--- src/rtl/core/circular_deque_defines.svh ---
// assertion macros for the circular deque block
// no dependencies; included by the top level only

`ifndef CIRCULAR_DEQUE_DEFINES_SVH
`define CIRCULAR_DEQUE_DEFINES_SVH

// same-cycle implication, checked outside reset
`define CDQ_ASSERT_NOW(label, clk, rst, ante, cons) \
   label: assert property (@(posedge clk) disable iff (rst) (ante) |-> (cons)) \
      else $error("circular_deque check failed");

// next-cycle implication, checked outside reset
`define CDQ_ASSERT_NEXT(label, clk, rst, ante, cons) \
   label: assert property (@(posedge clk) disable iff (rst) (ante) |=> (cons)) \
      else $error("circular_deque check failed");

`endif

--- src/rtl/core/cdq_pkg.sv ---
// shared types, sizes and index helpers for the circular deque
// no dependencies; used by cdq_ctrl and circular_deque

package cdq_pkg;

   localparam int DEPTH   = 16;
   localparam int IDX_W   = $clog2(DEPTH);
   localparam int OP_W    = 3;
   localparam int DATA_W  = 8;
   localparam int REQ_W   = 16;
   localparam int RSP_W   = 16;

   localparam logic [IDX_W-1:0] LAST_IDX = IDX_W'(DEPTH - 1);

   typedef enum logic [OP_W-1:0] {
      OP_PUSH_FRONT = 3'd0,
      OP_PUSH_BACK  = 3'd1,
      OP_POP_FRONT  = 3'd2,
      OP_POP_BACK   = 3'd3,
      OP_CLEAR      = 3'd4
   } op_type;

   // what one request does, handed from the index control to the datapath
   typedef struct packed {
      logic             accepted;
      logic             is_pop;
      logic             wr_en;
      logic [IDX_W-1:0] wr_addr;
      logic [IDX_W-1:0] rd_addr;
      logic             empty;
      logic             full;
   } step_type;

   function automatic logic [IDX_W-1:0] wrap_next(input logic [IDX_W-1:0] idx);
      logic [IDX_W-1:0] res;
      res = (idx == LAST_IDX) ? '0 : idx + IDX_W'(1);
      return res;
   endfunction

   function automatic logic [IDX_W-1:0] wrap_prev(input logic [IDX_W-1:0] idx);
      logic [IDX_W-1:0] res;
      res = (idx == '0) ? LAST_IDX : idx - IDX_W'(1);
      return res;
   endfunction

endpackage

--- src/rtl/core/cdq_ctrl.sv ---
// front/back index and empty flag control for the circular deque
// depends on cdq_pkg; decides each request and steers the ring memory

module cdq_ctrl (
   input  logic               clock,
   input  logic               reset,
   input  logic               fire,
   input  logic [cdq_pkg::OP_W-1:0] op,
   output cdq_pkg::step_type  step
);

   logic [cdq_pkg::IDX_W-1:0] front_ff, front_in;
   logic [cdq_pkg::IDX_W-1:0] back_ff, back_in;
   logic                      empty_ff, empty_in;
   logic                      full_now;

   assign full_now = !empty_ff && (cdq_pkg::wrap_next(back_ff) == front_ff);

   always_comb begin
      front_in      = front_ff;
      back_in       = back_ff;
      empty_in      = empty_ff;
      step.accepted = 1'b0;
      step.is_pop   = 1'b0;
      step.wr_en    = 1'b0;
      step.wr_addr  = front_ff;
      step.rd_addr  = front_ff;
      unique case (cdq_pkg::op_type'(op))
         cdq_pkg::OP_PUSH_FRONT: begin
            if (!full_now) begin
               if (empty_ff) begin
                  front_in = cdq_pkg::LAST_IDX;
                  back_in  = cdq_pkg::LAST_IDX;
               end else begin
                  front_in = cdq_pkg::wrap_prev(front_ff);
               end
               empty_in      = 1'b0;
               step.wr_en    = 1'b1;
               step.wr_addr  = front_in;
               step.accepted = 1'b1;
            end
         end
         cdq_pkg::OP_PUSH_BACK: begin
            if (!full_now) begin
               if (empty_ff) begin
                  front_in = '0;
                  back_in  = '0;
               end else begin
                  back_in = cdq_pkg::wrap_next(back_ff);
               end
               empty_in      = 1'b0;
               step.wr_en    = 1'b1;
               step.wr_addr  = back_in;
               step.accepted = 1'b1;
            end
         end
         cdq_pkg::OP_POP_FRONT: begin
            if (!empty_ff) begin
               step.rd_addr = front_ff;
               // last entry leaves: indices stay put
               if (front_ff == back_ff) empty_in = 1'b1;
               else front_in = cdq_pkg::wrap_next(front_ff);
               step.is_pop   = 1'b1;
               step.accepted = 1'b1;
            end
         end
         cdq_pkg::OP_POP_BACK: begin
            if (!empty_ff) begin
               step.rd_addr = back_ff;
               if (front_ff == back_ff) empty_in = 1'b1;
               else back_in = cdq_pkg::wrap_prev(back_ff);
               step.is_pop   = 1'b1;
               step.accepted = 1'b1;
            end
         end
         cdq_pkg::OP_CLEAR: begin
            front_in      = '0;
            back_in       = '0;
            empty_in      = 1'b1;
            step.accepted = 1'b1;
         end
         default: begin
            // unused codes are refused
            step.accepted = 1'b0;
         end
      endcase
      step.empty = empty_in;
      step.full  = !empty_in && (cdq_pkg::wrap_next(back_in) == front_in);
   end

   always_ff @(posedge clock) begin
      if (reset) begin
         front_ff <= '0;
         back_ff  <= '0;
         empty_ff <= 1'b1;
      end else if (fire) begin
         front_ff <= front_in;
         back_ff  <= back_in;
         empty_ff <= empty_in;
      end
   end

endmodule

--- src/rtl/core/circular_deque.sv ---
// circular deque of bytes: a ring memory with front and back indices.
// req channel: tdata[2:0] operation (0 push front, 1 push back, 2 pop front,
//   3 pop back, 4 clear), tdata[10:3] push value; other codes are refused.
// rsp channel: one transaction per request, tdata[0] accepted,
//   tdata[8:1] popped byte (zero unless a pop was done), tdata[9] empty,
//   tdata[10] full, both flags as they stand after the operation.
// the result is registered and is valid in the cycle after the request is taken.
// throughput: one request per cycle while results are taken; indices are updated in
//   the cycle the request is taken and the ring memory is read or written at that
//   edge, so the synchronous read of the next pop already sees the last push.
// a full-deque push or empty-deque pop is refused and changes nothing.
// reset empties the deque and drops any pending result; the ring memory
//   keeps its contents, which are never read before being written again.
// when rsp_tready is low a pending result holds and req_tready drops,
//   so the block takes no new request until the result is taken.
// depends on cdq_pkg, cdq_ctrl and circular_deque_defines.svh

`include "circular_deque_defines.svh"

module circular_deque (
   input  logic                      clock,
   input  logic                      reset,
   input  logic                      req_tvalid,
   output logic                      req_tready,
   input  logic [cdq_pkg::REQ_W-1:0] req_tdata,  // operation[2:0], push_value[10:3]
   output logic                      rsp_tvalid,
   input  logic                      rsp_tready,
   output logic [cdq_pkg::RSP_W-1:0] rsp_tdata   // accepted[0], pop_value[8:1],
                                                 // is_empty[9], is_full[10]
);

   logic                       fire;
   cdq_pkg::step_type          step;
   logic [cdq_pkg::DATA_W-1:0] ring_mem [cdq_pkg::DEPTH];
   logic [cdq_pkg::DATA_W-1:0] rd_data_ff;
   logic [cdq_pkg::DATA_W-1:0] push_value;
   logic                       rsp_valid_ff, rsp_valid_in;
   logic                       accepted_ff;
   logic                       pop_ff;
   logic                       empty_ff;
   logic                       full_ff;
   logic [cdq_pkg::DATA_W-1:0] pop_value;

   assign req_tready = !rsp_valid_ff || rsp_tready;
   assign fire       = req_tvalid && req_tready;
   assign push_value = req_tdata[cdq_pkg::OP_W +: cdq_pkg::DATA_W];

   cdq_ctrl u_ctrl (
      .clock (clock),
      .reset (reset),
      .fire  (fire),
      .op    (req_tdata[cdq_pkg::OP_W-1:0]),
      .step  (step)
   );

   always_ff @(posedge clock) begin
      if (fire && step.wr_en) begin
         ring_mem[step.wr_addr] <= push_value;
      end
   end

   always_ff @(posedge clock) begin
      if (fire) begin
         rd_data_ff <= ring_mem[step.rd_addr];
      end
   end

   always_ff @(posedge clock) begin
      if (fire) begin
         accepted_ff <= step.accepted;
         pop_ff      <= step.is_pop;
         empty_ff    <= step.empty;
         full_ff     <= step.full;
      end
   end

   always_comb begin
      rsp_valid_in = rsp_valid_ff;
      if (fire) rsp_valid_in = 1'b1;
      else if (rsp_tready) rsp_valid_in = 1'b0;
   end

   always_ff @(posedge clock) begin
      if (reset) begin
         rsp_valid_ff <= 1'b0;
      end else begin
         rsp_valid_ff <= rsp_valid_in;
      end
   end

   assign pop_value  = pop_ff ? rd_data_ff : '0;
   assign rsp_tvalid = rsp_valid_ff;
   assign rsp_tdata  = {(cdq_pkg::RSP_W - cdq_pkg::DATA_W - 3)'(0),
                        full_ff, empty_ff, pop_value, accepted_ff};

   `CDQ_ASSERT_NOW(a_stall_blocks_req, clock, reset, rsp_valid_ff && !rsp_tready, !req_tready)
   `CDQ_ASSERT_NOW(a_flags_exclusive, clock, reset, rsp_valid_ff, !(empty_ff && full_ff))
   `CDQ_ASSERT_NOW(a_pop_implies_ok, clock, reset, rsp_valid_ff && pop_ff, accepted_ff && !full_ff)
   `CDQ_ASSERT_NEXT(a_clear_empties, clock, reset, fire && (req_tdata[cdq_pkg::OP_W-1:0] == cdq_pkg::OP_CLEAR), rsp_valid_ff && accepted_ff && empty_ff)

endmodule

--- config.mk ---
export PLATFORM = sky130hd
export DESIGN_NAME = circular_deque
export DESIGN_NICKNAME = d
export VERILOG_FILES = /design/src/rtl/core/cdq_pkg.sv /design/src/rtl/core/cdq_ctrl.sv /design/src/rtl/core/circular_deque.sv
export VERILOG_INCLUDE_DIRS = /design/src /design/src/rtl/core
export SDC_FILE = /design/constraint.sdc
export NUM_CORES = 1
export LEC_CHECK = 0
export CAP_MARGIN = 30
export CORE_AREA = 10 10 135 137
export DETAILED_ROUTE_END_ITERATION = 8
export DIE_AREA = 0 0 145 147
export DONT_BUFFER_PORTS = 1
export GPL_TIMING_DRIVEN = 0
export PLACE_DENSITY = 0.7
export SETUP_SLACK_MARGIN = 0.2
export SLEW_MARGIN = 40
export SYNTH_ARGS = -nofsm -noshare
export SYNTH_HDL_FRONTEND = slang
export SYNTH_SLANG_ARGS = --single-unit
--- constraint.sdc ---
create_clock -name clock -period 4.25 [get_ports clock]
set_input_delay 0.425 -clock clock [delete_from_list [all_inputs] [get_ports clock]]
set_output_delay 0.425 -clock clock [all_outputs]
set_load 0.05 [all_outputs]
==> results.sh, run 1 <==
export IMPL_p_leak_nw=2.72
export IMPL_grt_pass1_wl_mm=26.1
export IMPL_port_buffer_count=0
export IMPL_dp_hpwl_mm=11.4
export IMPL_async_reset_ff_frac=0
export IMPL_tritoncts="done"
export IMPL_crit_fanout=10
export IMPL_root_buffer="clkbuf_16"
export IMPL_endpoint_kind="flop"
export IMPL_fin_crit_sh=0.911
export IMPL_hold_viol=0
export IMPL_worstHoldPathCells=0
export IMPL_ys_seq_elements=150
export IMPL_wl_per_cell_um=22.1
export IMPL_worstSkewPairLatency_ps=430
export IMPL_drive_gt1_frac=0.213
export IMPL_area_delta_synth_final_pct=13.1
export IMPL_viasPerCell=5.91
export IMPL_dp_cells=720
export IMPL_stdcell_count=752
export IMPL_worst_slew_pin_slew_ps=892
export IMPL_die_area_um2=21300
export IMPL_nets=548
export IMPL_track_usage=0.158
export IMPL_ff_latch_area_um2=4400
export IMPL_cts_sinks=150
export IMPL_start_util=0.457
export IMPL_status="finished, final reports clean"
export IMPL_synth_edf_count=140
export IMPL_avgSynthCellArea_um2=14.2
export IMPL_firstDrtPassIters=5
export IMPL_ys_seq_area_frac=0.619
export IMPL_syn_cell_area_um2=7120
export IMPL_cts_repair_resized=0
export IMPL_powerDensity_nw_per_um2=452
export IMPL_worstPathRequired_ps=4300
export IMPL_first_global_vias=4454
export IMPL_path_clk_slew_ps=70
export IMPL_hp_class="in -> reg"
export IMPL_grt_max_degree=21
export IMPL_core_area_um2=15600
export IMPL_place_gp_congestion=0.935
export IMPL_period_minus_slack_ps=3870
export IMPL_final_antenna_net_count=0
export IMPL_fp_dieW_um=145
export IMPL_rsz0062_at_grt="true"
export IMPL_drv_cap=0
export IMPL_n_antenna_cell=0
export IMPL_dr_total_vias=4447
export IMPL_yosysWarnings=0
export IMPL_grt_overflow=0
export IMPL_arrival_ps=3920
export IMPL_antenna_found_initial=0
export IMPL_setup_viol=0
export IMPL_relSlewSlack=0.401
export IMPL_fmax_mhz=258
export IMPL_htreeDepth=4
export IMPL_route_detailed_drc=0
export IMPL_tns_ps=0
export IMPL_synth_cell_type_count=68
export IMPL_fill_cells=1273
export IMPL_multi_input_area_um2=2530
export IMPL_rr_worst_depth=10
export IMPL_ioPinCount=38
export IMPL_drt_wl_total_mm=16.6
export IMPL_syn_instance_count=500
export IMPL_synthFlopType="edfxtp_1"
export IMPL_worst_setup_path_type="reg -> reg"
export IMPL_hold_buffers=0
export IMPL_slew_viol_final=0
export IMPL_postCtsSetupBuffers=0
export IMPL_finalClockSkew_ps=12.5
export IMPL_die_h_um=147
export IMPL_rows=46
export IMPL_irDropWorstVdd_mv=0.399
export IMPL_clock_path_buffers=2
export IMPL_start_kind="flop"
export IMPL_initialDrtViolationCount=476
export IMPL_cts_buffers=17
[path summary, 6_finish.rpt]
kind                     startpoint           endpoint  slack (ps)
setup / recovery  u_ctrl.back_ff[0]     ring_mem[0][2]         380
setup reg to reg  u_ctrl.back_ff[0]     ring_mem[0][2]         380
hold / removal         req_tdata[5]     ring_mem[7][2]          90
hold reg to reg   u_ctrl.back_ff[3]  u_ctrl.back_ff[3]         740
[logic make-up (layout without fill, tap and decap cells)]
logic type      after synthesis  count (layout)  share of synthesized area
flops                       150             150                      0.619
xor+xnor                     13              13                     0.0181
buf+inv                      47              79                     0.0334
other cells                   1               5                   0.000527
fa+ha+maj                     5               5                    0.00879
mux                          53              53                      0.131
compound gates               90              90                     0.0873
simple gates                141             141                      0.102
[Yosys cell counts, types with 2 or more instances]
library cell	number	area share
buf_2	10	0.0070
and4_1	2	0.0025
buf_1	3	0.0016
nand3_1	8	0.0056
a21oi_1	31	0.022
a2bb2oi_1	2	0.0025
mux4_2	32	0.10
buf_4	11	0.012
nor4_4	2	0.0060
ha_1	5	0.0088
a311oi_1	2	0.0025
clkbuf_1	11	0.0058
edfxtp_1	140	0.59
nor2_1	45	0.024
a2111oi_0	2	0.0025
inv_1	9	0.0047
xnor2_1	8	0.0098
dfxtp_1	10	0.028
mux2i_1	18	0.025
o21ai_0	13	0.0091
nor2b_1	10	0.0088
a211oi_1	13	0.014
o211ai_1	3	0.0032
mux2_2	2	0.0032
o211a_1	3	0.0042
a31oi_1	2	0.0018
nand2b_1	4	0.0035
and2_1	9	0.0079
xor2_1	4	0.0049
o22a_1	2	0.0025
nand2_1	34	0.018
clkinv_1	2	0.0011
nand4_1	5	0.0044
nor3_1	9	0.0063
[report_power, final]
part / internal, W / switching [W] / total (W)
sequential: 0.00164 / 0.0000138 / 0.00166
combinational: 0.000159 / 0.000284 / 0.000443
clock: 0.000891 / 0.000649 / 0.00154
[metrics by stage]
stage / utilization / worst slack [ps] / instance area [um2] / power (W) / hold WS [ps]
5_1_grt: 0.516 / 147 / 8050 / 0.00375 / 72.8
2_1_floorplan: - / 1020 / 7140 / 0.00202 / 524
4_1_cts: 0.514 / 312 / 8020 / 0.00365 / 76.8
3_5_place_dp: 0.475 / 302 / 7410 / 0.00212 / 525
6_report: 0.516 / 377 / 8050 / 0.00364 / 87.4
3_3_place_gp: 0.475 / 396 / 7410 / 0.00212 / 525
[flip-flops by register name, summed over array words and instances, names as in the netlist]
register,count
rd_data_ff,8
pop_ff,1
empty_ff,1
full_ff,1
u_ctrl.empty_ff,1
rsp_tvalid,1
accepted_ff,1
ring_mem,128
u_ctrl.back_ff,4
u_ctrl.front_ff,4
[worst max-delay path: stages, from the launching register on]
cell     delay, ps
dfxtp_1        400
buf_2          280
inv_1          130
ha_1           380
xor2_1         210
nor4_4         370
nand2_2        260
a32o_1         330
a22oi_1        270
nand2_1        210
nor2_1         640
[layout by cell type (no fill, tap or decap), drive strengths merged, types with 5 or more instances in the layout]
| master | synthesis | final |
|---|---|---|
| nor2b | 10 | 10 |
| clkbuf | 11 | 28 |
| mux4 | 32 | 32 |
| clkinv | 2 | 6 |
| nand2 | 35 | 35 |
| ha | 5 | 5 |
| conb | 1 | 5 |
| dfxtp | 10 | 10 |
| mux2i | 18 | 18 |
| nand3 | 8 | 8 |
| inv | 9 | 17 |
| o21ai | 14 | 14 |
| nor2 | 47 | 47 |
| and2 | 9 | 9 |
| a211oi | 14 | 14 |
| edfxtp | 140 | 140 |
| nor3 | 9 | 9 |
| buf | 25 | 25 |
| xnor2 | 8 | 8 |
| nand4 | 5 | 5 |
| a21oi | 32 | 32 |
[area by class of cell]
class,instances,area share
clock buffers,17,0.0528
plain buffers,36,0.0245
flip-flops and latches,150,0.547
clock inverters,15,0.0230
well taps,216,0.0336
multi-input cells,307,0.314
inverters,11,0.00513
[metal layers]
| metal | share of wire | up-vias | GRT usage |
|---|---|---|---|
| met5 | 0 | - | 0 |
| met4 | 0.027 | 0 | 0.0679 |
| met3 | 0.058 | 33 | 0.0381 |
| met2 | 0.50 | 175 | 0.265 |
| met1 | 0.42 | 2264 | 0.192 |
| li1 | - | 1975 | - |
Power figures use the tool's default switching activity.
==> run 2, diff against run 1 <==
--- a/config.mk
+++ b/config.mk
@@ -7,12 +7,14 @@
 export NUM_CORES = 1
 export LEC_CHECK = 0
 export CAP_MARGIN = 30
-export CORE_AREA = 10 10 135 137
+export CELL_PAD_IN_SITES_DETAIL_PLACEMENT = 1
+export CELL_PAD_IN_SITES_GLOBAL_PLACEMENT = 1
+export CORE_AREA = 10 10 112 164
 export DETAILED_ROUTE_END_ITERATION = 8
-export DIE_AREA = 0 0 145 147
+export DIE_AREA = 0 0 122 174
 export DONT_BUFFER_PORTS = 1
 export GPL_TIMING_DRIVEN = 0
-export PLACE_DENSITY = 0.7
+export PLACE_DENSITY = 0.79
 export SETUP_SLACK_MARGIN = 0.2
 export SLEW_MARGIN = 40
 export SYNTH_ARGS = -nofsm -noshare
==> results.sh, run 2 (synthesis gave the netlist of run 1 again) <==
export IMPL_fin_crit_sh=0.928
export IMPL_arrival_ps=4000
export IMPL_tritoncts="done"
export IMPL_area_delta_synth_final_pct=12.5
export IMPL_worst_setup_path_type="reg -> reg"
export IMPL_dp_cells=707
export IMPL_ff2ff_setup_slack_ps=310
export IMPL_port_buffer_count=0
export IMPL_antenna_found_initial=0
export IMPL_final_antenna_net_count=0
export IMPL_path_clk_slew_ps=70
export IMPL_rr_worst_depth=10
export IMPL_finalClockSkew_ps=6.83
export IMPL_period_minus_slack_ps=3940
export IMPL_rsz0062_at_grt="true"
export IMPL_path_delay_family="simple AND/OR/NAND/NOR gates"
export IMPL_stdcell_count=740
export IMPL_grt_max_degree=21
export IMPL_place_ws_ps=242
export IMPL_die_area_um2=21200
export IMPL_wl_per_cell_um=26.6
export IMPL_slew_viol_final=0
export IMPL_drv_cap=0
export IMPL_path_cells="buf_2 -> inv_1 -> ha_1 -> xor2_1 -> nor4_4 -> nand2_2 -> a32o_1 -> a22oi_1 -> nand2_1 -> nor2_1"
export IMPL_viasPerCell=5.95
export IMPL_irDropWorstVdd_mv=0.410
export IMPL_crit_start="u_ctrl.back_ff[0]"
export IMPL_place_gp_congestion=0.959
export IMPL_track_usage=0.188
export IMPL_largest_reg_flops=128
export IMPL_htreeDepth=4
export IMPL_grt_overflow=0
export IMPL_reg2reg_to="ring_mem[9][3]"
export IMPL_fin_ws_ps=306
export IMPL_hold_viol=0
export IMPL_initialDrtViolationCount=277
export IMPL_tns_ps=0
export IMPL_slowest_delay_ps=680
export IMPL_crit_cells=10
export IMPL_worstPathRequired_ps=4300
export IMPL_hold_buffers=0
export IMPL_n_antenna_cell=0
export IMPL_clock_path_buffers=2
export IMPL_start_util=0.460
export IMPL_endpoint_kind="flop"
export IMPL_crit_buf_inv=2
export IMPL_cts_buffers=17
export IMPL_endpoint="ring_mem[9][3]"
export IMPL_route_detailed_drc=0
export IMPL_setup_viol=0
export IMPL_fmax_mhz=254
export IMPL_final_common_cell="edfxtp_1"
export IMPL_status="finished, final reports clean"
export IMPL_crit_fanout=10
export IMPL_worst_slew_pin_slew_ps=859
export IMPL_crit_path_top_delay_cell="nor2_1"
export IMPL_start_kind="flop"
export IMPL_die_h_um=174
export IMPL_fill_cells=1514
export IMPL_dr_total_vias=4400
export IMPL_final_cell_mix="edfxtp_1 (140), nand2_1 (34), nor2_1 (33), mux4_2 (32), a21oi_1 (31)"
export IMPL_ioPinCount=38
export IMPL_nets=549
export IMPL_reg_top3="ring_mem (128), rd_data_ff (8)"
export IMPL_drt_wl_total_mm=19.7
export IMPL_grt_pass1_wl_mm=29.6
export IMPL_top_register="ring_mem"
export IMPL_fp_dieW_um=122
export IMPL_hp_class="in -> reg"
export IMPL_dp_hpwl_mm=14.0
export IMPL_rows=56
export IMPL_drive_gt1_frac=0.216
export IMPL_firstDrtPassIters=4
export IMPL_r2r_start="u_ctrl.back_ff[0]"
export IMPL_core_area_um2=15500
export IMPL_worstSkewPairLatency_ps=420
export IMPL_cts_sinks=150
export IMPL_hold_ws_ps=90.3
export IMPL_root_buffer="clkbuf_16"
export IMPL_powerDensity_nw_per_um2=446
export IMPL_p_leak_nw=2.70
export IMPL_relSlewSlack=0.423
export IMPL_first_global_vias=4823
-- run 2: cell types whose count changed in the layout (fill, tap and decap cells not counted), moves of 2 or more --
cell,before,now
clkinvlp_4,1,4
clkinv_4,3,1
inv_6,6,4
nor2_1,35,33
nor2_2,11,13
-- run 2: per-stage QoR --
step	utilization	instance area, um2	total power (W)
after floorplan	-	7140	0.00202
after global placement	0.477	7390	0.00213
after detailed placement	0.477	7390	0.00214
after CTS	0.514	7960	0.00358
after global routing	0.517	8010	0.00367
final	0.517	8010	0.00358
-- run 2: routing by layer --
layer / track usage / vias to the layer above / share of wire
met3: 0.0324 / 49 / 0.042
li1: - / 1976 / -
met5: 0 / - / 0
met4: 0.105 / 0 / 0.050
met1: 0.187 / 2252 / 0.35
met2: 0.353 / 123 / 0.56
-- run 2: power breakdown --
part	switching, W	internal, W
Sequential	0.0000149	0.00164
Combinational	0.000302	0.000160
Clock	0.000633	0.000821
Total	0.000951	0.00262
-- run 2: worst min-delay path by stage --
stage | start | endpoint | slack (ps) | cells past startpoint
5_1_grt | req_tdata[8] | ring_mem[9][5] | 80 | 0
2_1_floorplan | req_tdata[3] | ring_mem[0][0] | 520 | 0
3_3_place_gp | req_tdata[7] | ring_mem[1][4] | 530 | 0
4_1_cts | req_tdata[7] | ring_mem[2][4] | 80 | 0
6_report | req_tdata[7] | ring_mem[2][4] | 90 | 0
3_5_place_dp | req_tdata[7] | ring_mem[3][4] | 530 | 0
-- run 2: layout make-up --
type	instances	area [um2]	area share
clock inverters	15	146	0.0183
multi-input cells	307	2530	0.316
clock buffers	17	425	0.0531
well taps	203	254	0.0317
repair buffers	1	7.51	0.000937
plain buffers	36	198	0.0247
flip-flops and latches	150	4400	0.550
inverters	11	41.3	0.00515
-- run 2: what timing repair did --
action	in CTS	in global routing
setup endpoints to repair	8	129
buffers inserted	0	1
pin swaps	0	1
gates resized for setup	1	14
==> run 3, diff against run 2 <==
--- a/config.mk
+++ b/config.mk
@@ -9,11 +9,13 @@
 export CAP_MARGIN = 30
 export CELL_PAD_IN_SITES_DETAIL_PLACEMENT = 1
 export CELL_PAD_IN_SITES_GLOBAL_PLACEMENT = 1
-export CORE_AREA = 10 10 112 164
+export CORE_AREA = 2 2 104 156
+export CTS_CLUSTER_SIZE = 30
 export DETAILED_ROUTE_END_ITERATION = 8
-export DIE_AREA = 0 0 122 174
+export DIE_AREA = 0 0 106 158
 export DONT_BUFFER_PORTS = 1
 export GPL_TIMING_DRIVEN = 0
+export HOLD_SLACK_MARGIN = 0.15
 export PLACE_DENSITY = 0.79
 export SETUP_SLACK_MARGIN = 0.2
 export SLEW_MARGIN = 40
==> results.sh, run 3 (synthesis gave the netlist of run 1 again) <==
export IMPL_p_leak_nw=2.78
export IMPL_drive_gt1_frac=0.220
export IMPL_met1_length_mm=6.96
export IMPL_tns_ps=0
export IMPL_place_ws_ps=158
export IMPL_path_clk_slew_ps=70
export IMPL_nets=557
export IMPL_endpoint_kind="flop"
export IMPL_wl_met3_um=887
export IMPL_fill_cells=1483
export IMPL_antenna_found_initial=0
export IMPL_p_clk_frac=0.440
export IMPL_top_register="ring_mem"
export IMPL_irDropWorstVdd_mv=0.396
export IMPL_p_switching_w=0.00103
export IMPL_final_antenna_net_count=0
export IMPL_worst_slew_pin_slew_ps=864
export IMPL_p_comb_frac=0.129
export IMPL_route_detailed_drc=0
export IMPL_crit_fanout=10
export IMPL_powerDensity_nw_per_um2=467
export IMPL_first_global_vias=4886
export IMPL_cts_buffers=17
export IMPL_worstPathRequired_ps=4410
export IMPL_root_buffer="clkbuf_16"
export IMPL_n_antenna_cell=0
export IMPL_wl_met2_mm=11.2
export IMPL_grt_overflow=0
export IMPL_arrival_ps=4010
export IMPL_design_area_um2=8240
export IMPL_viasPerCell=6.05
export IMPL_hold_viol=0
export IMPL_multi_input_area_um2=2590
export IMPL_period_minus_slack_ps=3850
export IMPL_path_common_cell="a21oi_1"
export IMPL_cts_sinks=150
export IMPL_ioPinCount=38
export IMPL_worstSkewPairLatency_ps=430
export IMPL_start_util=0.460
export IMPL_dr_total_vias=4523
export IMPL_core_area_um2=15500
export IMPL_clock_path_buffers=2
export IMPL_grt_pass1_wl_mm=30.0
export IMPL_fmax_mhz=260
export IMPL_finalClockSkew_ps=9.23
export IMPL_fin_crit_sh=0.905
export IMPL_relSlewSlack=0.420
export IMPL_area_delta_synth_final_pct=15.7
export IMPL_hp_class="in -> reg"
export IMPL_fp_dieW_um=106
export IMPL_swShare=0.267
export IMPL_reg_top3="ring_mem (128), rd_data_ff (8)"
export IMPL_start_kind="flop"
export IMPL_grt_max_degree=21
export IMPL_crit_path_top_delay_cell="clkbuf_1"
export IMPL_largest_reg_flops=128
export IMPL_fin_ws_ps=405
export IMPL_place_area_um2=7390
export IMPL_worst_setup_path_type="reg -> reg"
export IMPL_die_area_um2=16700
export IMPL_die_h_um=158
export IMPL_path_cells="buf_4 -> nor4_4 -> nor2_1 -> a21oi_1 -> clkbuf_1 -> buf_2 -> mux4_2 -> mux2i_1 -> a21oi_1"
export IMPL_seq_power_share=0.431
export IMPL_initialDrtViolationCount=301
export IMPL_dp_hpwl_mm=13.5
export IMPL_rows=56
export IMPL_p_int_w=0.00282
export IMPL_drv_cap=0
export IMPL_tritoncts="done"
export IMPL_place_gp_congestion=0.958
export IMPL_slowest_delay_ps=580
export IMPL_postCtsSetupBuffers=0
export IMPL_port_buffer_count=0
export IMPL_htreeDepth=4
export IMPL_path_delay_family="buffers and inverters"
export IMPL_drt_wl_total_mm=20.1
export IMPL_slew_viol_final=0
export IMPL_final_common_cell="edfxtp_1"
export IMPL_ff_latch_area_um2=4400
export IMPL_crit_buf_inv=3
export IMPL_wl_per_cell_um=26.9
export IMPL_highest_layer="met4"
export IMPL_final_cell_mix="edfxtp_1 (140), nand2_1 (34), mux4_2 (32), a21oi_1 (31), nor2_1 (29)"
export IMPL_firstDrtPassIters=7
export IMPL_status="finished, final reports clean"
export IMPL_track_usage=0.253
export IMPL_setup_viol=0
export IMPL_rsz0062_at_grt="false"
==> run 3: cell count changes in the layout (fill, tap and decap cells not counted), sizes merged <==
cell	previous run	this run
buf	26	25
bufinv	1	4
clkinv	5	3
clkinvlp	4	1
dlygate4sd3	0	9
inv	16	18
==> run 3: metrics by stage <==
stage / util / total power (W) / hold slack, ps / std cells
2_1_floorplan: - / 0.00202 / 524 / 504
3_3_place_gp: 0.477 / 0.00213 / 525 / 707
3_5_place_dp: 0.477 / 0.00214 / 525 / 707
4_1_cts: 0.527 / 0.00384 / 380 / 748
5_1_grt: 0.532 / 0.00394 / 404 / 748
6_report: 0.532 / 0.00385 / 381 / 748
==> run 3: final cells by class <==
class                   count  area share
flip-flops and latches    150       0.534
multi-input cells         307       0.315
clock buffers              17      0.0516
well taps                 203      0.0308
clock inverters            15      0.0285
plain buffers              36      0.0240
repair buffers              9      0.0109
inverters                  11     0.00501
==> run 3: timing repair <==
item,in CTS,in global routing
setup endpoints to repair,49,129
hold endpoints to repair,129,0
gates cloned,0,0
hold buffers,9,0
resized for setup,5,23
==> run 3: path summary, 6_finish.rpt <==
path,startpoint,end,slack [ps],depth (start not counted)
worst max-delay path,u_ctrl.empty_ff,rd_data_ff[7],400,9
worst max register to register,u_ctrl.empty_ff,rd_data_ff[7],400,9
worst min register to register,u_ctrl.back_ff[0],u_ctrl.back_ff[0],760,3
worst min-delay path,reset,rsp_tvalid,380,2
==> run 3: power groups by stage <==
stage / Sequential, W / Combinational [W] / Clock [W]
floorplan: 0.00168 / 0.000339 / 0
global placement: 0.00169 / 0.000438 / 0
detailed placement: 0.00169 / 0.000450 / 0
CTS: 0.00166 / 0.000483 / 0.00169
global route: 0.00166 / 0.000530 / 0.00175
finish: 0.00166 / 0.000498 / 0.00169
==> run 3: per-layer routing <==
metal / GRT usage / vias to the layer above
li1: - / 1996
met1: 0.258 / 2316
met2: 0.476 / 157
met3: 0.0535 / 54
met4: 0.139 / 0
met5: 0 / -
